`config.mk`:
```
export PLATFORM = sky130hd
export DESIGN_NAME = vital_sign_frame_parser
export DESIGN_NICKNAME = d
export VERILOG_FILES = /design/src/design/vsfp_pkg.sv /design/src/design/vital_sign_frame_parser.sv /design/src/design/vsfp_framer.sv /design/src/design/vsfp_decode.sv
export SDC_FILE = /design/constraint.sdc
export NUM_CORES = 1
export LEC_CHECK = 0
export BUFFER_PORTS_ARGS = -buffer_cell sky130_fd_sc_hd__buf_2
export CAP_MARGIN = 20
export CORE_ASPECT_RATIO = 1.5
export CORE_MARGIN = 2
export CORE_UTILIZATION = 53
export CTS_CLUSTER_SIZE = 14
export DETAILED_ROUTE_END_ITERATION = 8
export GPL_TIMING_DRIVEN = 1
export PLACE_DENSITY = 0.8
export REMOVE_ABC_BUFFERS = 1
export SLEW_MARGIN = 40
export SYNTH_ARGS = -nofsm -noshare
export SYNTH_HDL_FRONTEND = slang
export SYNTH_SLANG_ARGS = --single-unit
```
`constraint.sdc`:
```
create_clock -name clk -period 5.9 [get_ports clk]
set_clock_uncertainty 0.15 [all_clocks]
set_input_delay 1.18 -clock clk [delete_from_list [all_inputs] [get_ports clk]]
set_output_delay 1.18 -clock clk [all_outputs]
set_load 0.02 [all_outputs]
```
`src/design/vsfp_pkg.sv`:
```
// Shared types and constants for the vital-sign frame parser.
// Used by vsfp_framer, vsfp_decode and vital_sign_frame_parser; no dependencies.
package vsfp_pkg;

  localparam int MAX_PAYLOAD_DEF = 32;

  // control bytes that open a frame
  localparam logic [7:0] CTRL_PULSE  = 8'hF2;
  localparam logic [7:0] CTRL_SPO2   = 8'hF4;
  localparam logic [7:0] CTRL_NIBP   = 8'hF5;
  localparam logic [7:0] CTRL_HEIGHT = 8'hF7;
  localparam logic [7:0] CTRL_WEIGHT = 8'hF8;
  localparam logic [7:0] CTRL_TEMP   = 8'hFA;

  localparam logic [7:0] SPO2_MAX       = 8'd100;
  localparam logic [7:0] PULSE_MIN      = 8'd30;
  localparam logic [7:0] PULSE_MAX      = 8'd239;
  localparam logic [7:0] HEIGHT_INVALID = 8'h80;
  localparam logic [7:0] NIBP_MODE_LIVE  = 8'd1;
  localparam logic [7:0] NIBP_MODE_FINAL = 8'd0;

  typedef enum logic [1:0] {
    PH_CTRL = 2'd0,
    PH_LEN  = 2'd1,
    PH_DATA = 2'd2
  } phase_t;

  typedef enum logic [2:0] {
    EVT_SPO2_PULSE = 3'd0,
    EVT_NIBP_LIVE  = 3'd1,
    EVT_NIBP_FINAL = 3'd2,
    EVT_TEMP       = 3'd3,
    EVT_WEIGHT     = 3'd4,
    EVT_HEIGHT     = 3'd5
  } evt_kind_t;

  // one completed frame handed from framer to decoder
  typedef struct packed {
    logic [7:0]      ctrl;
    logic [7:0]      len;
    logic [3:0][7:0] p;
  } frame_t;

  typedef struct packed {
    evt_kind_t   kind;
    logic [6:0]  spo2;
    logic [7:0]  pulse;
    logic [14:0] pressure;
    logic [7:0]  diastolic;
    logic [11:0] temp_tenths;
    logic [7:0]  temp_unit;
    logic [8:0]  weight;
    logic [7:0]  height;
  } result_t;

  function automatic logic is_control(input logic [7:0] b);
    return (b == CTRL_PULSE) || (b == CTRL_SPO2) || (b == CTRL_NIBP) ||
           (b == CTRL_HEIGHT) || (b == CTRL_WEIGHT) || (b == CTRL_TEMP);
  endfunction

endpackage

```
`src/design/vital_sign_frame_parser.sv`:
```
// A result passes through the frame register, then the output register, after
// the last payload byte of its frame. Throughput: one byte per cycle while
// in_stall is low; the frame register and the output register each take a
// new entry in the cycle the previous one moves on.
// Reset: synchronous, active low; returns to hunting for a control byte with
// no SpO2 or pulse reading held.
module vital_sign_frame_parser #(
  parameter int MAX_PAYLOAD = vsfp_pkg::MAX_PAYLOAD_DEF
) (
  input  logic        clk,
  input  logic        rst_n,
  input  logic        in_valid,
  output logic        in_stall,
  input  logic [7:0]  in_rx_byte,
  output logic        out_valid,
  input  logic        out_stall,
  output logic [2:0]  out_event_kind,
  output logic [6:0]  out_spo2_percent,
  output logic [7:0]  out_pulse_rate,
  output logic [14:0] out_pressure_value,
  output logic [7:0]  out_diastolic_value,
  output logic [11:0] out_temperature_tenths,
  output logic [7:0]  out_temperature_unit,
  output logic [8:0]  out_weight_value,
  output logic [7:0]  out_height_value
);

  logic              in_accept;
  logic              frm_valid;
  logic              frm_take;
  vsfp_pkg::frame_t  frm;
  vsfp_pkg::result_t res;

  // hold bytes only while a finished frame cannot move on
  assign in_stall  = frm_valid && !frm_take;
  assign in_accept = in_valid && !in_stall;

  vsfp_framer #(
    .MAX_PAYLOAD(MAX_PAYLOAD)
  ) u_framer (
    .clk       (clk),
    .rst_n     (rst_n),
    .in_accept (in_accept),
    .in_rx_byte(in_rx_byte),
    .frm_take  (frm_take),
    .frm_valid (frm_valid),
    .frm       (frm)
  );

  vsfp_decode u_decode (
    .clk      (clk),
    .rst_n    (rst_n),
    .frm_valid(frm_valid),
    .frm      (frm),
    .frm_take (frm_take),
    .out_stall(out_stall),
    .out_valid(out_valid),
    .out_res  (res)
  );

  assign out_event_kind         = res.kind;
  assign out_spo2_percent       = res.spo2;
  assign out_pulse_rate         = res.pulse;
  assign out_pressure_value     = res.pressure;
  assign out_diastolic_value    = res.diastolic;
  assign out_temperature_tenths = res.temp_tenths;
  assign out_temperature_unit   = res.temp_unit;
  assign out_weight_value       = res.weight;
  assign out_height_value       = res.height;

endmodule

```
`src/design/vsfp_framer.sv`:
```
// Byte-level frame assembly: hunts for a control byte, checks the length,
// collects the payload head and registers each completed frame. Uses vsfp_pkg.
module vsfp_framer #(
  parameter int MAX_PAYLOAD = vsfp_pkg::MAX_PAYLOAD_DEF
) (
  input  logic            clk,
  input  logic            rst_n,
  input  logic            in_accept,
  input  logic [7:0]      in_rx_byte,
  input  logic            frm_take,
  output logic            frm_valid,
  output vsfp_pkg::frame_t frm
);

  localparam int CNT_W = $clog2(MAX_PAYLOAD + 1);

  vsfp_pkg::phase_t phase_r, phase_nxt;
  logic [7:0]       ctrl_r, ctrl_nxt;
  logic [CNT_W-1:0] len_r, len_nxt;
  logic [CNT_W-1:0] cnt_r, cnt_nxt;
  logic [3:0][7:0]  head_r, head_nxt;
  logic             done;
  logic             frm_valid_r;
  vsfp_pkg::frame_t frm_r;

  always_ff @(posedge clk) begin
    if (!rst_n) begin
      phase_r <= vsfp_pkg::PH_CTRL;
      ctrl_r  <= '0;
      len_r   <= '0;
      cnt_r   <= '0;
    end else if (in_accept) begin
      phase_r <= phase_nxt;
      ctrl_r  <= ctrl_nxt;
      len_r   <= len_nxt;
      cnt_r   <= cnt_nxt;
    end
  end

  always_ff @(posedge clk) begin
    if (in_accept) begin
      head_r <= head_nxt;
    end
  end

  always_comb begin
    phase_nxt = vsfp_pkg::PH_CTRL;
    ctrl_nxt  = ctrl_r;
    len_nxt   = len_r;
    cnt_nxt   = cnt_r;
    head_nxt  = head_r;
    done      = 1'b0;
    unique case (phase_r)
      vsfp_pkg::PH_LEN: begin
        len_nxt = in_rx_byte[CNT_W-1:0];
        if (in_rx_byte == 8'd0 || in_rx_byte > 8'(MAX_PAYLOAD)) begin
          phase_nxt = vsfp_pkg::PH_CTRL;
        end else begin
          cnt_nxt   = '0;
          phase_nxt = vsfp_pkg::PH_DATA;
        end
      end
      vsfp_pkg::PH_DATA: begin
        // keep only the first four payload bytes
        if (cnt_r < CNT_W'(4)) begin
          head_nxt[cnt_r[1:0]] = in_rx_byte;
        end
        cnt_nxt = cnt_r + 1'b1;
        if (cnt_nxt >= len_r) begin
          phase_nxt = vsfp_pkg::PH_CTRL;
          done      = 1'b1;
        end else begin
          phase_nxt = vsfp_pkg::PH_DATA;
        end
      end
      default: begin
        if (vsfp_pkg::is_control(in_rx_byte)) begin
          ctrl_nxt  = in_rx_byte;
          phase_nxt = vsfp_pkg::PH_LEN;
        end
      end
    endcase
  end

  always_ff @(posedge clk) begin
    if (!rst_n) begin
      frm_valid_r <= 1'b0;
    end else if (in_accept && done) begin
      frm_valid_r <= 1'b1;
    end else if (frm_take) begin
      frm_valid_r <= 1'b0;
    end
  end

  always_ff @(posedge clk) begin
    if (in_accept && done) begin
      frm_r.ctrl <= ctrl_r;
      frm_r.len  <= 8'(len_r);
      frm_r.p    <= head_nxt;
    end
  end

  assign frm_valid = frm_valid_r;
  assign frm       = frm_r;

  a_cnt_below_len: assert property (@(posedge clk) disable iff (!rst_n)
    phase_r == vsfp_pkg::PH_DATA |-> cnt_r < len_r)
    else $error("payload count reached frame length while collecting");

  a_len_nonzero: assert property (@(posedge clk) disable iff (!rst_n)
    phase_r == vsfp_pkg::PH_DATA |-> len_r != '0)
    else $error("collecting payload of zero length");

  a_no_overrun: assert property (@(posedge clk) disable iff (!rst_n)
    !(in_accept && frm_valid_r && !frm_take))
    else $error("byte taken while frame register full");

endmodule

```
`src/design/vsfp_decode.sv`:
```
// Frame decoder: turns a completed frame into an event, pairs SpO2 with
// pulse, and holds the result in the output register. Uses vsfp_pkg.
module vsfp_decode (
  input  logic             clk,
  input  logic             rst_n,
  input  logic             frm_valid,
  input  vsfp_pkg::frame_t frm,
  output logic             frm_take,
  input  logic             out_stall,
  output logic             out_valid,
  output vsfp_pkg::result_t out_res
);

  logic              out_valid_r;
  vsfp_pkg::result_t out_r;
  vsfp_pkg::result_t res;
  logic              has_res;
  logic              pair_chk;
  logic [6:0]        held_spo2_r, held_spo2_nxt;
  logic [7:0]        held_pulse_r, held_pulse_nxt;
  logic              spo2_present_r, spo2_present_nxt;
  logic              pulse_present_r, pulse_present_nxt;
  logic [14:0]       packed_p;
  logic              pair_done;

  assign frm_take = frm_valid && (!out_valid_r || !out_stall);
  assign packed_p = {frm.p[1], 7'b0} | 15'(frm.p[2]);

  always_comb begin
    res               = '0;
    has_res           = 1'b0;
    pair_chk          = 1'b0;
    pair_done         = 1'b0;
    held_spo2_nxt     = held_spo2_r;
    held_pulse_nxt    = held_pulse_r;
    spo2_present_nxt  = spo2_present_r;
    pulse_present_nxt = pulse_present_r;
    unique case (frm.ctrl)
      vsfp_pkg::CTRL_SPO2: begin
        if (frm.len == 8'd1) begin
          held_spo2_nxt    = (frm.p[0] > vsfp_pkg::SPO2_MAX) ? 7'd0 : frm.p[0][6:0];
          spo2_present_nxt = 1'b1;
          pair_chk         = 1'b1;
        end
      end
      vsfp_pkg::CTRL_PULSE: begin
        if (frm.len == 8'd1) begin
          held_pulse_nxt    = (frm.p[0] < vsfp_pkg::PULSE_MIN ||
                               frm.p[0] > vsfp_pkg::PULSE_MAX) ? 8'd0 : frm.p[0];
          pulse_present_nxt = 1'b1;
          pair_chk          = 1'b1;
        end
      end
      vsfp_pkg::CTRL_NIBP: begin
        if (frm.p[0] == vsfp_pkg::NIBP_MODE_LIVE) begin
          if (frm.len >= 8'd3) begin
            has_res      = 1'b1;
            res.kind     = vsfp_pkg::EVT_NIBP_LIVE;
            res.pressure = packed_p;
          end
        end else if (frm.p[0] == vsfp_pkg::NIBP_MODE_FINAL) begin
          if ((frm.len == 8'd4 || frm.len == 8'd6) &&
              !(packed_p == 15'd0 && frm.p[3] == 8'd0)) begin
            has_res       = 1'b1;
            res.kind      = vsfp_pkg::EVT_NIBP_FINAL;
            res.pressure  = packed_p;
            res.diastolic = frm.p[3];
          end
        end
      end
      vsfp_pkg::CTRL_TEMP: begin
        if (frm.len == 8'd3) begin
          has_res         = 1'b1;
          res.kind        = vsfp_pkg::EVT_TEMP;
          // times ten as times eight plus times two
          res.temp_tenths = 12'({frm.p[0], 3'b0}) + 12'({frm.p[0], 1'b0}) +
                            12'(frm.p[1]);
          res.temp_unit   = frm.p[2];
        end
      end
      vsfp_pkg::CTRL_WEIGHT: begin
        if (frm.len >= 8'd2) begin
          has_res    = 1'b1;
          res.kind   = vsfp_pkg::EVT_WEIGHT;
          res.weight = 9'(frm.p[0]) + 9'(frm.p[1]);
        end
      end
      vsfp_pkg::CTRL_HEIGHT: begin
        if (frm.len >= 8'd2 && frm.p[1] != vsfp_pkg::HEIGHT_INVALID) begin
          has_res    = 1'b1;
          res.kind   = vsfp_pkg::EVT_HEIGHT;
          res.height = frm.p[1];
        end
      end
      default: begin
        has_res = 1'b0;
      end
    endcase
    // emit the pair once both readings are held, then drop them
    if (pair_chk && spo2_present_nxt && pulse_present_nxt) begin
      pair_done         = 1'b1;
      has_res           = 1'b1;
      res.kind          = vsfp_pkg::EVT_SPO2_PULSE;
      res.spo2          = held_spo2_nxt;
      res.pulse         = held_pulse_nxt;
      held_spo2_nxt     = '0;
      held_pulse_nxt    = '0;
      spo2_present_nxt  = 1'b0;
      pulse_present_nxt = 1'b0;
    end
  end

  always_ff @(posedge clk) begin
    if (!rst_n) begin
      held_spo2_r     <= '0;
      held_pulse_r    <= '0;
      spo2_present_r  <= 1'b0;
      pulse_present_r <= 1'b0;
    end else if (frm_take) begin
      held_spo2_r     <= held_spo2_nxt;
      held_pulse_r    <= held_pulse_nxt;
      spo2_present_r  <= spo2_present_nxt;
      pulse_present_r <= pulse_present_nxt;
    end
  end

  always_ff @(posedge clk) begin
    if (!rst_n) begin
      out_valid_r <= 1'b0;
    end else if (frm_take) begin
      out_valid_r <= has_res;
    end else if (!out_stall) begin
      out_valid_r <= 1'b0;
    end
  end

  always_ff @(posedge clk) begin
    if (frm_take && has_res) begin
      out_r <= res;
    end
  end

  assign out_valid = out_valid_r;
  assign out_res   = out_r;

  a_pair_clears: assert property (@(posedge clk) disable iff (!rst_n)
    frm_take && pair_done |=> !spo2_present_r && !pulse_present_r)
    else $error("held readings not cleared after pair");

  a_never_both_held: assert property (@(posedge clk) disable iff (!rst_n)
    !(spo2_present_r && pulse_present_r))
    else $error("both readings held without a pair result");

  a_spo2_range: assert property (@(posedge clk) disable iff (!rst_n)
    out_valid_r && out_r.kind == vsfp_pkg::EVT_SPO2_PULSE |-> out_r.spo2 <= 7'd100)
    else $error("SpO2 result above 100");

  a_pulse_range: assert property (@(posedge clk) disable iff (!rst_n)
    out_valid_r && out_r.kind == vsfp_pkg::EVT_SPO2_PULSE |->
      out_r.pulse == 8'd0 || (out_r.pulse >= 8'd30 && out_r.pulse <= 8'd239))
    else $error("pulse result outside range");

endmodule
```
Word level (Yosys, flattened, before mapping)
Cells that the tools add are included.

cells by class
  add/subtract/negate cells = 4
  equality and inequality tests = 22
  reduce and logical (&&, ||, !) cells = 40
  $lt $le $gt $ge = 10
  bitwise logic cells = 5
  muxes and demuxes = 54

operators with widths
  operator                                                                              count
  8-bit == test (second input constant)                                                 12
  32-bit two-way mux                                                                    2
  23-bit two-way mux                                                                    2
  8-bit two-way mux                                                                     5
  32-bit bitwise mux                                                                    1
  15-bit two-way mux                                                                    2
  7-bit two-way mux                                                                     4
  8-bit logical NOT                                                                     3
  1-bit two-way mux                                                                     24
  8-bit demux with 2-bit select                                                         1
  15-bit logical NOT                                                                    1
  15-bit by 8-bit OR with 15-bit output                                                 1
  11-bit by 9-bit adder with 12-bit output                                              1
  12-bit by 8-bit adder with 12-bit output                                              1
  6-bit by 3-bit == test with 1-bit output (second input constant)                      2
  6-bit by 2-bit greater-or-equal comparator with 1-bit output (second input constant)  2
  3-bit two-way mux                                                                     4
  3-bit one-hot mux with 4 select lines                                                 1
  6-bit one-hot mux with 2 select lines                                                 1
  1-bit logical AND                                                                     11
  8-bit by 8-bit adder with 9-bit output                                                1
  1-bit logical OR                                                                      9
  8-bit by 1-bit == test with 1-bit output (second input constant)                      1
  8-bit by 6-bit greater-than comparator with 1-bit output (second input constant)      1
  26 further kinds                                                                      42

storage, ports and cells
  output and inout bits = 80
  word-level logic and storage cells = 164
  register bits after elaboration = 197
  input bits = 12

Depth between registers and ports, before layout
  depth in word-level cells = 11
  gate-level depth with buffers = 9

Hierarchy
Synthesis repeated with hierarchy kept, for this count alone.

second synthesis, totals
  cell total of the unflattened synthesis = 688
  area total of the unflattened synthesis = 8848.5 um^2

by module, submodules not included
  module                   cells an instance  seq. area each (um^2)  area an instance (um^2)  times used
  vsfp_decode              405                2702.6                 4752.1                   1
  vsfp_framer              281                2802.7                 4073.9                   1
  vital_sign_frame_parser  2                  0.0                    22.5                     1

Worst setup path after synthesis
OpenSTA, ideal clock, no wires.

  path kind = register to register
  from = register u_framer.frm_r (netlist bit u_framer.frm[37])
  to = register u_decode.out_r (netlist bit u_decode.out_res[0]), enable pin
  path buffers = 1
  path slack = 0.319 ns
  arrival = 4.916 ns
  cell stages (with the launch flop) = 8
  path through = edfxtp_1 > nor4_2 > nor2b_1 > nand4_1 > buf_2 > a2bb2oi_1 > nor4_1 > nor2_1

on the way
  longest elaborated chain between the ends = 9
  elaborated cells on any way between the ends = 27
  classes of those cells = order compare: 2; eq/ne: 4; mux: 15; reduce/logical: 6

RTL lines
  item                                                                                                  line                RTL
  start: declaration                                                                                    vsfp_framer.sv:24   vsfp_pkg::frame_t frm_r;
  branches (longest 7 deep; another with 6-bit by 2-bit greater-or-equal comparator with 1-bit output)  n/a
  1-bit two-way mux (*)                                                                                 vsfp_decode.sv:100  if (pair_chk && spo2_present_nxt && pulse_present_nxt) begin
  1-bit logical AND (*)                                                                                 vsfp_decode.sv:138  if (frm_take && has_res) begin
  end signal: assignment                                                                                vsfp_decode.sv:139  out_r <= res;
  end: declaration                                                                                      vsfp_decode.sv:15   vsfp_pkg::result_t out_r;

Every way passes the cells marked *.
A chain may end at the register's enable or synchronous reset.

Final worst setup path
  from = register u_framer.frm_r (netlist bit u_framer.frm[37])
  to = register u_decode.out_r (netlist bit u_decode.out_res[37]), enable pin

Same word-level chain as after synthesis.

==> out/metrics.csv <==
metric,value,unit
clockBufferDepth,2,
syn_inst,641,
arrival,3.41,ns
finalHoldViolations,0,
drc,0,
fin_setup_tns,0,ns
min_period_over_period,59.2,%
synth_edf_count,156,
dr.first_iter.drc_count,306,
cap_violations,0,
p_int,2.08,mW
nets,785,
initial_core_util,54.3,%
nFillCells,1201,
worstPathRequired,5.82,ns
hold_path_class,flop to flop,
outcome,finished clean,
gp_congestion,0.924,
fp.dieArea,17100,µm²
vdd_drop_max,0.000194,V
clkSlewWorstSetupHoldPaths,0.07,ns
power_density,273,nW/µm²
worstPathMaxFanout,78,
die_x,108,µm
drt-pass1-iter-count,5,
yosysWarnings,0,
whs,0.283,ns
ys_seq_area_share,64.6,%
setup_viol,0,
cts_root_buf,clkbuf_16,
design_area,9780,µm²
syn_to_final_growth,14.7,%
ys.flop_type,edfxtp_1,
clk_latency,0.43,ns
drive_gt1_share,22.2,%
grt_max_degree,79,
crit_path_end_kind,flop,
worstMarginPinSlew,0.827,ns
max_freq,0.286,GHz
routed_wl,18100,µm
syn_area,8520,µm²
ant_nets,0,
io_pins,92,
io_buffers,91,
place_hpwl,13100,µm
seqPwrFrac,56.3,%
synthArstFlopShare,0,%
startpoint_type,flop,
placed_area,9190,µm²
ctsResizeCount,0,
synth.distinct_cells,52,
antenna_found_initial,0,
rsz0062_at_grt,false,
p_sw_share,22.0,%
postCtsSetupBuffers,0,
numClockSinks,197,
die_h,159,µm
grt_pass1_vias,5531,
slew_headroom,44.5,%
power_switching,0.586,mW
rows,56,
overflow,0,
h-tree-depth,4,
antenna_cells,0,
final_cell_mix,"edfxtp_1 (156), buf_2 (91), nor2_1 (72)",
cts_made_buffers,17,
multi_input_area,2880,µm²
core_area,15700,µm²
postCtsHoldBufs,0,
pwr-share-clk,42.0,%
synth_seq_cells,197,
grt_pass1_wl,28700,µm
gr-usage-all-layers,21.7,%
comb_power_share,1.7,%
cts_tree,yes,
vias,5587,
final_common_cell,edfxtp_1,
via_per_inst,5.87,
regArea,5510,µm²
min_period,3.50,ns
drv_slew,0,
power.leakage,3.93,nW
avgRoutedWirePerCell,19.0,µm
worstSetupPathType,flop to flop,
syn_area_per_cell,13.3,µm²
==> metal layers <==
layer  track usage [%]  wire length (µm)
met5                 0                 0
met1              25.8              6870
met3              3.77              1020
met4              10.1               739
met2              37.8              9460
==> cell families after synthesis <==
group | synth area share [%]
simple gates | 13.7
flops | 64.6
compound gates | 7.49
buf+inv | 1.98
fa+ha+maj | 6.19
mux | 4.76
xor+xnor | 1.34
==> cells in the mapped netlist, types with 13 or more instances <==
cell type    n  share of area [%]
dfxtp_1     41                9.6
edfxtp_1   156                 55
mux2_2      28                3.7
nor2_1      73                3.2
ha_1        31                4.6
o21ai_0     20                1.2
clkbuf_1    13               0.57
a22oi_1     15                1.3
a21oi_1     18                1.1
inv_1       19               0.84
a22o_1      15                1.5
nand2_1     32                1.4
and2_1      44                3.2
==> cell type report <==
cell class / instances / share of cell area, %
Timing Repair Buffer: 94 / 4.93
Clock inverter: 14 / 1.55
Tap cell: 203 / 2.60
Clock buffer: 18 / 4.39
Inverter: 20 / 0.768
Sequential cell: 197 / 56.3
Multi-Input combinational cell: 405 / 29.5
==> critical path: stages (launching register included) <==
cell and delay (ns):
edfxtp_1 0.42, nor4_2 0.35, nor2b_1 0.43, nand4_1 0.53
a2bb2oi_1 0.43, nor4_1 0.13, nor2_4 0.12, buf_6 0.52
==> per-stage QoR <==
stage	utilization, %	worst slack [ns]	instances	total power [mW]
after detailed placement	58.5	2.20	919	1.58
after floorplan	-	0.224	622	1.55
after global placement	58.5	2.39	919	1.57
after global routing	62.3	2.19	951	2.74
after CTS	62.2	2.19	951	2.68
final	62.3	2.40	951	2.67
==> power groups by stage <==
stage / Sequential, mW / Clock (mW) / Combinational, mW
6_report: 1.50 / 1.12 / 0.0453
5_1_grt: 1.50 / 1.19 / 0.0485
4_1_cts: 1.50 / 1.13 / 0.0447
3_5_place_dp: 1.53 / 0 / 0.0444
3_3_place_gp: 1.53 / 0 / 0.0411
2_1_floorplan: 1.53 / 0 / 0.0223
==> flip-flops by register name, summed over array words and instances (netlist names) <==
signal and count:
u_decode.held_pulse_r 8, u_decode.held_spo2_r 7, u_decode.out_res 78, u_decode.out_valid 1, u_decode.pulse_present_r 1, u_decode.spo2_present_r 1
u_framer.cnt_r 6, u_framer.ctrl_r 8, u_framer.frm 46, u_framer.frm_valid 1, u_framer.head_r 32, u_framer.len_r 6
u_framer.phase_r 2
==> final timing paths <==
check,start,end,slack [ns],cells past startpoint
min reg2reg,u_framer.ctrl_r[2],u_framer.frm[42],0.28,0
max reg2reg,u_framer.frm[37],u_decode.out_res[37],2.40,7
max,u_framer.frm[37],u_decode.out_res[37],2.40,7
min,u_framer.ctrl_r[2],u_framer.frm[42],0.28,0
No activity file was read; power rests on OpenSTA's default activity.
